--- src/hdl/eskm_pkg.sv ---
// Package for the escape sequence key matcher: table sizes, field widths,
// function and result codes, and the result record type.
// No dependencies.
package eskm_pkg;

    // Table dimensions.
    localparam int NUM_PATTERNS  = 12;
    localparam int PATTERN_BYTES = 20;

    localparam int ENTRY_IDX_W = $clog2(NUM_PATTERNS);
    localparam int POS_IDX_W   = $clog2(PATTERN_BYTES);

    // Field widths of the stream items.
    localparam int FUNC_W     = 2;
    localparam int ENTRY_W    = 4;
    localparam int POSITION_W = 5;
    localparam int VALUE_W    = 16;
    localparam int KIND_W     = 2;
    localparam int CODE_W     = 16;
    localparam int BYTE_W     = 8;

    // Packed stream widths; the tdata widths are padded to whole bytes.
    localparam int S_TDATA_W = 32;
    localparam int S_TUSER_W = FUNC_W;
    localparam int M_TDATA_W = 16;
    localparam int M_TUSER_W = KIND_W;

    // Configuration port.
    localparam int CFG_INDEX_W = 2;
    localparam int CFG_DATA_W  = 16;

    localparam logic [CFG_INDEX_W-1:0] CFG_ERASE_CHAR     = 2'd0;
    localparam logic [CFG_INDEX_W-1:0] CFG_BACKSPACE_CODE = 2'd1;
    localparam logic [CFG_INDEX_W-1:0] CFG_PARITY_MASK    = 2'd2;

    localparam logic [BYTE_W-1:0] ERASE_CHAR_RST     = 8'd127;
    localparam logic [CODE_W-1:0] BACKSPACE_CODE_RST = 16'd8;
    localparam logic [BYTE_W-1:0] PARITY_MASK_RST    = 8'd127;

    // The ASCII backspace byte always counts as erase at sequence start.
    localparam logic [BYTE_W-1:0] ASCII_BS = 8'd8;

    typedef enum logic [FUNC_W-1:0] {
        FUNC_KEY     = 2'd0,
        FUNC_PATTERN = 2'd1,
        FUNC_KEYCODE = 2'd2
    } func_t;

    typedef enum logic [KIND_W-1:0] {
        KIND_PLAIN     = 2'd0,
        KIND_BACKSPACE = 2'd1,
        KIND_KEY       = 2'd2
    } kind_t;

    typedef struct packed {
        kind_t             kind;
        logic [CODE_W-1:0] code;
    } result_t;

endpackage

--- src/hdl/escape_sequence_key_matcher.sv ---
// Top level of the escape sequence key matcher: match logic, pattern table,
// key code table and output skid stage. Depends on eskm_pkg.
//
// The block takes one beat per clock and matches keystroke bytes against a
// table of 12 escape strings of up to 20 bytes (a zero byte ends a string),
// each paired with a 16-bit key code. Every beat is finished in the cycle it is
// accepted: all entries are compared in parallel at the current sequence
// position, and the result, if any, lands in the output register (or in the skid
// register while the output is stalled); the sustained rate is one beat per
// cycle while s_tready is high. The pattern table is organized as one row per byte position, all
// entries side by side; the row for the position the next beat will see is
// read from the table on every edge, so the single read port is what holds a
// beat to one position per cycle. A two-entry output stage (output register
// plus skid register) lets the input side keep taking beats for one extra
// result while the output is stalled; s_tready drops only when both are full.
// Table write beats (func 1 pattern byte, func 2 key code) cancel any sequence
// in progress and give no result; func 3 is ignored. Configuration registers
// are written through cfg_we/cfg_index/cfg_wdata and must only change while
// the block is idle.
module escape_sequence_key_matcher (
    input  logic                                  aclk,
    input  logic                                  aresetn,

    input  logic                                  s_tvalid,
    output logic                                  s_tready,
    // s_tdata: entry [3:0], position [8:4], value [24:9], zero above.
    input  logic [eskm_pkg::S_TDATA_W-1:0]        s_tdata,
    // s_tuser: func [1:0].
    input  logic [eskm_pkg::S_TUSER_W-1:0]        s_tuser,

    output logic                                  m_tvalid,
    input  logic                                  m_tready,
    // m_tdata: code [15:0].
    output logic [eskm_pkg::M_TDATA_W-1:0]        m_tdata,
    // m_tuser: kind [1:0].
    output logic [eskm_pkg::M_TUSER_W-1:0]        m_tuser,

    input  logic                                  cfg_we,
    input  logic [eskm_pkg::CFG_INDEX_W-1:0]      cfg_index,
    input  logic [eskm_pkg::CFG_DATA_W-1:0]       cfg_wdata
);

    localparam int NP  = eskm_pkg::NUM_PATTERNS;
    localparam int PB  = eskm_pkg::PATTERN_BYTES;
    localparam int EIW = eskm_pkg::ENTRY_IDX_W;
    localparam int PIW = eskm_pkg::POS_IDX_W;
    localparam int BW  = eskm_pkg::BYTE_W;
    localparam int CW  = eskm_pkg::CODE_W;

    // ------------------------------------------------------------------
    // Input field unpacking.
    // ------------------------------------------------------------------
    logic [eskm_pkg::ENTRY_W-1:0]    s_entry;
    logic [eskm_pkg::POSITION_W-1:0] s_position;
    logic [eskm_pkg::VALUE_W-1:0]    s_value;
    logic [BW-1:0]                   s_byte;

    assign s_entry    = s_tdata[3:0];
    assign s_position = s_tdata[8:4];
    assign s_value    = s_tdata[24:9];
    assign s_byte     = s_value[BW-1:0];

    // ------------------------------------------------------------------
    // Configuration registers.
    // ------------------------------------------------------------------
    logic [BW-1:0] erase_char_reg;
    logic [CW-1:0] backspace_code_reg;
    logic [BW-1:0] parity_mask_reg;

    always_ff @(posedge aclk) begin
        if (!aresetn) begin
            erase_char_reg     <= eskm_pkg::ERASE_CHAR_RST;
            backspace_code_reg <= eskm_pkg::BACKSPACE_CODE_RST;
            parity_mask_reg    <= eskm_pkg::PARITY_MASK_RST;
        end else if (cfg_we) begin
            case (cfg_index)
                eskm_pkg::CFG_ERASE_CHAR: begin
                    erase_char_reg <= cfg_wdata[BW-1:0];
                end
                eskm_pkg::CFG_BACKSPACE_CODE: begin
                    backspace_code_reg <= cfg_wdata[CW-1:0];
                end
                eskm_pkg::CFG_PARITY_MASK: begin
                    parity_mask_reg <= cfg_wdata[BW-1:0];
                end
                default: begin
                end
            endcase
        end
    end

    // ------------------------------------------------------------------
    // Beat decode.
    // ------------------------------------------------------------------
    logic s_fire;
    logic is_key;
    logic is_pat_wr;
    logic is_code_wr;
    logic entry_ok;
    logic pos_ok;
    logic pat_we;
    logic code_we;

    logic [EIW-1:0] wr_entry;
    logic [PIW-1:0] wr_pos;

    assign s_fire = s_tvalid && s_tready;

    always_comb begin
        is_key     = 1'b0;
        is_pat_wr  = 1'b0;
        is_code_wr = 1'b0;
        case (s_tuser)
            eskm_pkg::FUNC_KEY:     is_key     = 1'b1;
            eskm_pkg::FUNC_PATTERN: is_pat_wr  = 1'b1;
            eskm_pkg::FUNC_KEYCODE: is_code_wr = 1'b1;
            default: begin
            end
        endcase
    end

    assign entry_ok = ({1'b0, s_entry} < (eskm_pkg::ENTRY_W + 1)'(NP));
    assign pos_ok   = ({1'b0, s_position} < (eskm_pkg::POSITION_W + 1)'(PB));
    assign wr_entry = EIW'(s_entry);
    assign wr_pos   = PIW'(s_position);
    assign pat_we   = s_fire && is_pat_wr && entry_ok && pos_ok;
    assign code_we  = s_fire && is_code_wr && entry_ok;

    // ------------------------------------------------------------------
    // Match state.
    // ------------------------------------------------------------------
    logic [NP-1:0]  alive_reg;
    logic [NP-1:0]  alive_next;
    logic [PIW-1:0] pos_reg;
    logic [PIW-1:0] pos_next;

    // Pattern table: one row per byte position, one byte lane per entry.
    // A per-byte nonzero flag sits beside it in flops; a lane whose flag is
    // clear reads as a zero byte, which also covers the cleared table after
    // reset without a sweep.
    logic [NP-1:0][BW-1:0] pat_mem [PB];
    logic [NP-1:0][BW-1:0] row_reg;
    logic [NP-1:0]         nz_reg [PB];
    logic [CW-1:0]         key_code_reg [NP];

    always_ff @(posedge aclk) begin
        if (pat_we) begin
            pat_mem[wr_pos][wr_entry] <= s_byte;
        end
        // Prefetch the row the next keystroke will be compared against. A
        // write to that same row in this cycle is forwarded into its lane.
        for (int e = 0; e < NP; e++) begin
            if (pat_we && (wr_pos == pos_next) && (wr_entry == EIW'(e))) begin
                row_reg[e] <= s_byte;
            end else begin
                row_reg[e] <= pat_mem[pos_next][e];
            end
        end
    end

    always_ff @(posedge aclk) begin
        if (!aresetn) begin
            for (int p = 0; p < PB; p++) begin
                nz_reg[p] <= '0;
            end
            for (int e = 0; e < NP; e++) begin
                key_code_reg[e] <= '0;
            end
        end else begin
            if (pat_we) begin
                nz_reg[wr_pos][wr_entry] <= (s_byte != '0);
            end
            if (code_we) begin
                key_code_reg[wr_entry] <= s_value;
            end
        end
    end

    // ------------------------------------------------------------------
    // Parallel compare at the current position.
    // ------------------------------------------------------------------
    logic           at_start;
    logic [BW-1:0]  key_byte;
    logic           bs_hit;
    logic [PIW-1:0] pos_inc;
    logic           pos_last;
    logic [NP-1:0]  nz_cur;
    logic [NP-1:0]  nz_nxt;
    logic [NP-1:0]  eq_vec;
    logic [NP-1:0]  cont_vec;
    logic [NP-1:0]  hit_vec;
    logic           cont_any;
    logic           hit_any;
    logic [EIW-1:0] hit_idx;

    assign at_start = (pos_reg == '0);
    assign key_byte = at_start ? s_byte : (s_byte & parity_mask_reg);
    assign bs_hit   = at_start &&
                      ((s_byte == erase_char_reg) || (s_byte == eskm_pkg::ASCII_BS));
    assign pos_inc  = pos_reg + PIW'(1);
    assign pos_last = (pos_reg == PIW'(PB - 1));
    assign nz_cur   = nz_reg[pos_reg];
    assign nz_nxt   = pos_last ? '0 : nz_reg[pos_inc];

    // An entry still alive here has nonzero bytes up to this position; it
    // matches if this byte is nonzero and equal. It continues if the next
    // byte is also nonzero, otherwise this byte completes it.
    always_comb begin
        for (int e = 0; e < NP; e++) begin
            eq_vec[e]   = alive_reg[e] && nz_cur[e] && (row_reg[e] == key_byte);
            cont_vec[e] = eq_vec[e] && nz_nxt[e];
            hit_vec[e]  = eq_vec[e] && !nz_nxt[e];
        end
    end

    assign cont_any = |cont_vec;
    assign hit_any  = |hit_vec;

    // Lowest completed entry wins.
    always_comb begin
        hit_idx = '0;
        for (int e = NP - 1; e >= 0; e--) begin
            if (hit_vec[e]) begin
                hit_idx = EIW'(e);
            end
        end
    end

    // ------------------------------------------------------------------
    // Next state and result.
    // ------------------------------------------------------------------
    eskm_pkg::result_t new_res;
    logic              new_valid;

    always_comb begin
        alive_next = alive_reg;
        pos_next   = pos_reg;
        new_valid  = 1'b0;
        new_res    = '{kind: eskm_pkg::KIND_PLAIN, code: CW'(key_byte)};
        if (s_fire) begin
            if (is_pat_wr || is_code_wr) begin
                alive_next = '1;
                pos_next   = '0;
            end else if (is_key) begin
                alive_next = '1;
                pos_next   = '0;
                new_valid  = 1'b1;
                if (bs_hit) begin
                    new_res.kind = eskm_pkg::KIND_BACKSPACE;
                    new_res.code = backspace_code_reg;
                end else if (cont_any) begin
                    alive_next = cont_vec;
                    pos_next   = pos_inc;
                    new_valid  = 1'b0;
                end else if (hit_any) begin
                    new_res.kind = eskm_pkg::KIND_KEY;
                    new_res.code = key_code_reg[hit_idx];
                end
            end
        end
    end

    always_ff @(posedge aclk) begin
        if (!aresetn) begin
            alive_reg <= '1;
            pos_reg   <= '0;
        end else begin
            alive_reg <= alive_next;
            pos_reg   <= pos_next;
        end
    end

    // ------------------------------------------------------------------
    // Output register with a skid register behind it.
    // ------------------------------------------------------------------
    eskm_pkg::result_t out_reg;
    eskm_pkg::result_t skid_reg;
    logic              out_valid_reg;
    logic              skid_valid_reg;
    logic              m_fire;

    assign m_fire   = out_valid_reg && m_tready;
    assign s_tready = !skid_valid_reg;

    always_ff @(posedge aclk) begin
        if (!aresetn) begin
            out_valid_reg  <= 1'b0;
            skid_valid_reg <= 1'b0;
        end else if (skid_valid_reg) begin
            if (m_fire) begin
                out_valid_reg  <= 1'b1;
                skid_valid_reg <= 1'b0;
            end
        end else if (new_valid) begin
            if (!out_valid_reg || m_fire) begin
                out_valid_reg <= 1'b1;
            end else begin
                skid_valid_reg <= 1'b1;
            end
        end else if (m_fire) begin
            out_valid_reg <= 1'b0;
        end
    end

    always_ff @(posedge aclk) begin
        if (skid_valid_reg) begin
            if (m_fire) begin
                out_reg <= skid_reg;
            end
        end else if (new_valid) begin
            if (!out_valid_reg || m_fire) begin
                out_reg <= new_res;
            end else begin
                skid_reg <= new_res;
            end
        end
    end

    assign m_tvalid = out_valid_reg;
    assign m_tdata  = out_reg.code;
    assign m_tuser  = out_reg.kind;

endmodule

--- config.mk ---
export PLATFORM = sky130hd
export DESIGN_NAME = escape_sequence_key_matcher
export DESIGN_NICKNAME = d
export VERILOG_FILES = /design/src/hdl/eskm_pkg.sv /design/src/hdl/escape_sequence_key_matcher.sv
export SDC_FILE = /design/constraint.sdc
export NUM_CORES = 2
export LEC_CHECK = 0
export BUFFER_PORTS_ARGS = -buffer_cell sky130_fd_sc_hd__buf_2
export CORE_ASPECT_RATIO = 0.9
export CORE_UTILIZATION = 55
export CTS_BUF_LIST = sky130_fd_sc_hd__clkbuf_4
export DETAILED_ROUTE_END_ITERATION = 6
export PLACE_DENSITY = 0.74
export SLEW_MARGIN = 40
export SYNTH_ARGS = -nofsm -noshare
export SYNTH_HDL_FRONTEND = slang
export SYNTH_SLANG_ARGS = --single-unit
--- constraint.sdc ---
create_clock -name aclk -period 20 [get_ports aclk]
set_input_delay 4 -clock aclk [delete_from_list [all_inputs] [get_ports aclk]]
set_output_delay 4 -clock aclk [all_outputs]
set_load 0.005 [all_outputs]
==> flow_summary.rst <==
.. list-table::
   :header-rows: 1

   * - Metric
     - Value
   * - Routed wire length
     - 320,500 um
   * - Number of antenna violations at the first check in global routing
     - 21
   * - Core area
     - 201,200 sq um
   * - Detailed placement HPWL
     - 193,600 um
   * - Status
     - complete, but fails checks
   * - Data arrival time at the worst-slack endpoint
     - 9630 ps
   * - Filler cell count in the final layout
     - 14,350
   * - End of the worst register-to-register path
     - m_tdata[13]
   * - Pin count of the biggest net entering global routing
     - approximately 130
   * - Nets
     - 7,271
   * - Pre-antenna DRT Iters
     - 7
   * - Power per cell area
     - 86.17 nW/um^2
   * - Count of routing violations after the opening detailed-route iteration
     - 10,840
   * - Area taken by flip-flops and latches
     - 77,180 sq um
   * - Share of async-settable or async-resettable flops after synthesis
     - 0
   * - Die area
     - ~200,000 sq um
   * - Violations in the final reports
     - DRC
   * - Max Fclk
     - around 120 MHz
   * - Die span in y
     - between 400 and 500 um
   * - Setup_tns
     - 0 ps
   * - Crit path kind
     - in -> reg
   * - Type of origin of the critical path
     - input pin
   * - Logic depth of the worst register-to-register path
     - 16
   * - Critical path required time
     - approximately 21,000 ps
   * - R2R setup slack
     - 11,830 ps
   * - Total congestion overflow
     - 0
   * - Leading post-synthesis cells by cell area
     - sky130_fd_sc_hd__edfxtp_1 68%, sky130_fd_sc_hd__mux4_2 11%, sky130_fd_sc_hd__mux2i_1 2.9%, sky130_fd_sc_hd__o21ai_0 1.5%, sky130_fd_sc_hd__nor2_1 1.3%
   * - Number of core rows
     - about 160
   * - Initial Utilization
     - 0.5548
   * - Number of top-level pins
     - 77
   * - Hold WC Path Type
     - reg -> reg
   * - Fin crit share
     - 0.4289
   * - Number of synthesized flops with an enable pin
     - 2,532
   * - Total clock sinks
     - about 2,600
   * - Worst rel slew slack
     - 0.3169
   * - Worst Hold Endpoint
     - backspace_code_reg[4]
   * - Number of failing hold endpoints at the final stage
     - 0
   * - Kind of end point of the critical path
     - flop
   * - Sequential share of the synthesized area
     - 0.6910
   * - Gp weighted congestion
     - 0.9248
   * - Mapped Area
     - 111,600 sq um
   * - Combinational cell fraction of total power
     - 0.026
   * - Root buffer selected by CTS
     - sky130_fd_sc_hd__clkbuf_4
   * - Die boundary width
     - 476.9 um
   * - Hold Path Stages
     - 2
   * - Clock period minus worst slack
     - 8578 ps
   * - Deepest level of the CTS H-tree
     - 6
   * - Sw power
     - 2348 uW
   * - Post-CTS Setup Bufs
     - 0
   * - First-pass GRT wire length
     - 458,600 um
   * - Area share of the leading cell type in the synthesized netlist
     - 0.6810
   * - Internal Power
     - 8286 uW
   * - Sequential power share
     - 0.565
   * - Worst IR drop on VDD
     - 0.06556 mV
   * - Critical Path Fanout Max
     - a little under 50
   * - Average wire length per cell after detail routing
     - 30.98 um
   * - Post-CTS resize count
     - 0
   * - Post-synth top area cell
     - sky130_fd_sc_hd__edfxtp_1
   * - Quantity of hold-fixing buffers added after cts
     - 0
   * - Clock network fraction of design power
     - 0.409
   * - Minimum setup slack after placement
     - 10,260 ps
   * - Number of flip-flops under the largest register name
     - 1,920
   * - Via count
     - 68,960
   * - Worst slew pin tran
     - 1023 ps
   * - Input/output buffers
     - between 60 and 70
   * - Unrepaired setup endpoints after global routing
     - no
   * - P_leak
     - 0.03904 uW
   * - Max-slew violation count
     - 0
   * - Fin Clk Skew
     - 113.2 ps
   * - Syn avg cell area
     - 16.64 sq um
   * - Maximum buffer depth of the clock tree
     - 4
   * - Start point of the worst hold path
     - backspace_code_reg[4]
   * - Most used flip-flop cell after synthesis
     - sky130_fd_sc_hd__edfxtp_1
   * - Slack of the critical path
     - roughly 11,000 ps
   * - Number of warning messages in the yosys log
     - 0
   * - Num CTS Buffers
     - 633
   * - Number of instances in the synthesized netlist
     - 6,709
   * - Sw frac
     - 0.2208
   * - Total setup violations reported at the end of the flow
     - 0
   * - TritonCTS clock tree
     - yes
   * - Antenna-violating nets left
     - 0
   * - Area overhead of the layout relative to synthesis
     - 10.54%
   * - Cell variety after synth
     - 107
   * - Number of max-capacitance violations reported
     - 0
   * - # DRC
     - 3
   * - Via count of the first global-routing pass
     - ~67,000
   * - Fraction of final layout cells sized beyond drive strength 1
     - 0.2765
   * - GRT Total Usage
     - 0.3108
   * - Clk pin slew, worst setup/hold paths
     - 60 ps
   * - Synthesized flop and latch total
     - 2,588
   * - Latest clock arrival within the worst-skew pair
     - 1430 ps
   * - Area of the multi-input gates
     - about 33,000 sq um
   * - Vias per Instance
     - 6.665
[through the flow]
stage	instance area, sq um	total power [uW]	utilization	std cells	hold WS [ps]
2_1_floorplan	112200	6231	-	6852	443.1
3_3_place_gp	114900	6374	0.5709	9247	460.3
3_5_place_dp	115200	6391	0.5725	9253	468.1
4_1_cts	123000	10640	0.6111	10320	481.8
5_1_grt	123400	10940	0.6132	10340	490.3
6_report	123400	10630	0.6133	10350	484.4
[synthesized netlist by cell type, types with 10 or more instances]
cell type / instances
sky130_fd_sc_hd__nand4_1: 33
sky130_fd_sc_hd__a221oi_1: 37
sky130_fd_sc_hd__nor3_1: 279
sky130_fd_sc_hd__o41ai_1: 17
sky130_fd_sc_hd__a21oi_1: 113
sky130_fd_sc_hd__a21boi_0: 20
sky130_fd_sc_hd__a211oi_1: 40
sky130_fd_sc_hd__nand2b_1: 19
sky130_fd_sc_hd__nor3b_1: 11
sky130_fd_sc_hd__a221o_1: 16
sky130_fd_sc_hd__inv_1: 29
sky130_fd_sc_hd__o32ai_1: 10
sky130_fd_sc_hd__and2_1: 218
sky130_fd_sc_hd__nand2_1: 272
sky130_fd_sc_hd__and3_1: 14
sky130_fd_sc_hd__nand3b_1: 11
sky130_fd_sc_hd__o21a_1: 12
sky130_fd_sc_hd__nand3_1: 116
sky130_fd_sc_hd__clkbuf_1: 319
sky130_fd_sc_hd__buf_2: 90
sky130_fd_sc_hd__a22o_1: 17
sky130_fd_sc_hd__edfxtp_1: 2532
sky130_fd_sc_hd__a31oi_1: 15
sky130_fd_sc_hd__xor2_1: 10
sky130_fd_sc_hd__buf_4: 55
sky130_fd_sc_hd__o21ai_0: 328
sky130_fd_sc_hd__dfxtp_1: 56
sky130_fd_sc_hd__buf_6: 52
sky130_fd_sc_hd__mux4_2: 540
sky130_fd_sc_hd__or3_1: 10
sky130_fd_sc_hd__mux2i_1: 328
sky130_fd_sc_hd__o2111ai_1: 22
sky130_fd_sc_hd__a22oi_1: 127
sky130_fd_sc_hd__buf_1: 17
sky130_fd_sc_hd__o31a_1: 16
sky130_fd_sc_hd__xnor2_1: 48
sky130_fd_sc_hd__o21ai_1: 17
sky130_fd_sc_hd__nor2_1: 378
sky130_fd_sc_hd__nor4_1: 25
sky130_fd_sc_hd__o211ai_1: 29
sky130_fd_sc_hd__nor2b_1: 37
sky130_fd_sc_hd__o22ai_1: 66
sky130_fd_sc_hd__mux2_2: 111
[critical path, stage by stage]
cell and delay (ps):
sky130_fd_sc_hd__clkbuf_8 250, sky130_fd_sc_hd__buf_4 550, sky130_fd_sc_hd__o21ai_2 280, sky130_fd_sc_hd__buf_4 370, sky130_fd_sc_hd__o41ai_1 430, sky130_fd_sc_hd__a211oi_1 120
sky130_fd_sc_hd__nor4_1 450, sky130_fd_sc_hd__nand4_1 300, sky130_fd_sc_hd__nand2_1 200, sky130_fd_sc_hd__o211ai_2 210, sky130_fd_sc_hd__a21o_4 490, sky130_fd_sc_hd__nor2_8 520
sky130_fd_sc_hd__mux2_2 420, sky130_fd_sc_hd__a222oi_1 640, sky130_fd_sc_hd__o211ai_1 270
[worst max-delay path by stage]
stage,startpoint,endpoint,cells past startpoint,slack (ps)
floorplan,s_tdata[14],skid_reg[0],11,11890
global placement,s_tdata[9],m_tdata[14],15,10410
detailed placement,s_tdata[9],m_tdata[13],15,10260
CTS,flop,m_tdata[13],16,11570
global route,s_tdata[12],m_tdata[13],15,11400
finish,s_tdata[9],m_tdata[13],15,11420
[area by class of cell]
type | instances | share of cell area
flip-flops and latches | 2588 | 0.6254
multi-input cells | 3690 | 0.2656
clock buffers | 925 | 0.05627
well taps | 2686 | 0.02723
repair buffers | 262 | 0.01746
clock inverters | 143 | 0.006661
inverters | 33 | 0.001004
diodes | 20 | 0.0004055
[cells by family after synthesis]
family	Yosys count	synth area share
other	1	0.00003359
flip-flops	2588	0.6910
buffers and inverters	574	0.02664
XOR/XNOR	58	0.004550
AND/OR/NAND/NOR	1508	0.06800
adder cells (fa/ha/maj)	6	0.0006724
AO/OA/AOI/OAI	994	0.05929
multiplexers	980	0.1498
[power groups by stage]
stage / registers [uW] / logic, uW / clock network [uW]
final: 6010 / 280 / 4350
after CTS: 6010 / 268 / 4370
after global routing: 6010 / 292 / 4640
after detailed placement: 6120 / 268 / 0
after floorplan: 6120 / 115 / 0
after global placement: 6120 / 255 / 0
[cell usage in the layout, fill, tap and decap left out, types with 115 or more instances in the layout]
master,n
sky130_fd_sc_hd__edfxtp_1,2532
sky130_fd_sc_hd__nand2_1,244
sky130_fd_sc_hd__o21ai_0,316
sky130_fd_sc_hd__mux2i_1,327
sky130_fd_sc_hd__clkinv_1,115
sky130_fd_sc_hd__conb_1,144
sky130_fd_sc_hd__nor3_1,277
sky130_fd_sc_hd__and2_1,218
sky130_fd_sc_hd__mux4_2,540
sky130_fd_sc_hd__a22oi_1,127
sky130_fd_sc_hd__nor2_1,269
sky130_fd_sc_hd__buf_4,151
sky130_fd_sc_hd__clkbuf_4,926
[metal layers]
metal | vias to the layer above | wire length, um | global-route usage | part of all wire
met5 | - | 70 | 0 | 0.00022
met4 | 12 | 12960 | 0.1216 | 0.040
met3 | 821 | 49410 | 0.1104 | 0.15
met2 | 5348 | 142600 | 0.4542 | 0.44
met1 | 34580 | 115500 | 0.4281 | 0.36
li1 | 28200 | - | - | -
Note: power is estimated with default switching activity, not from simulation.
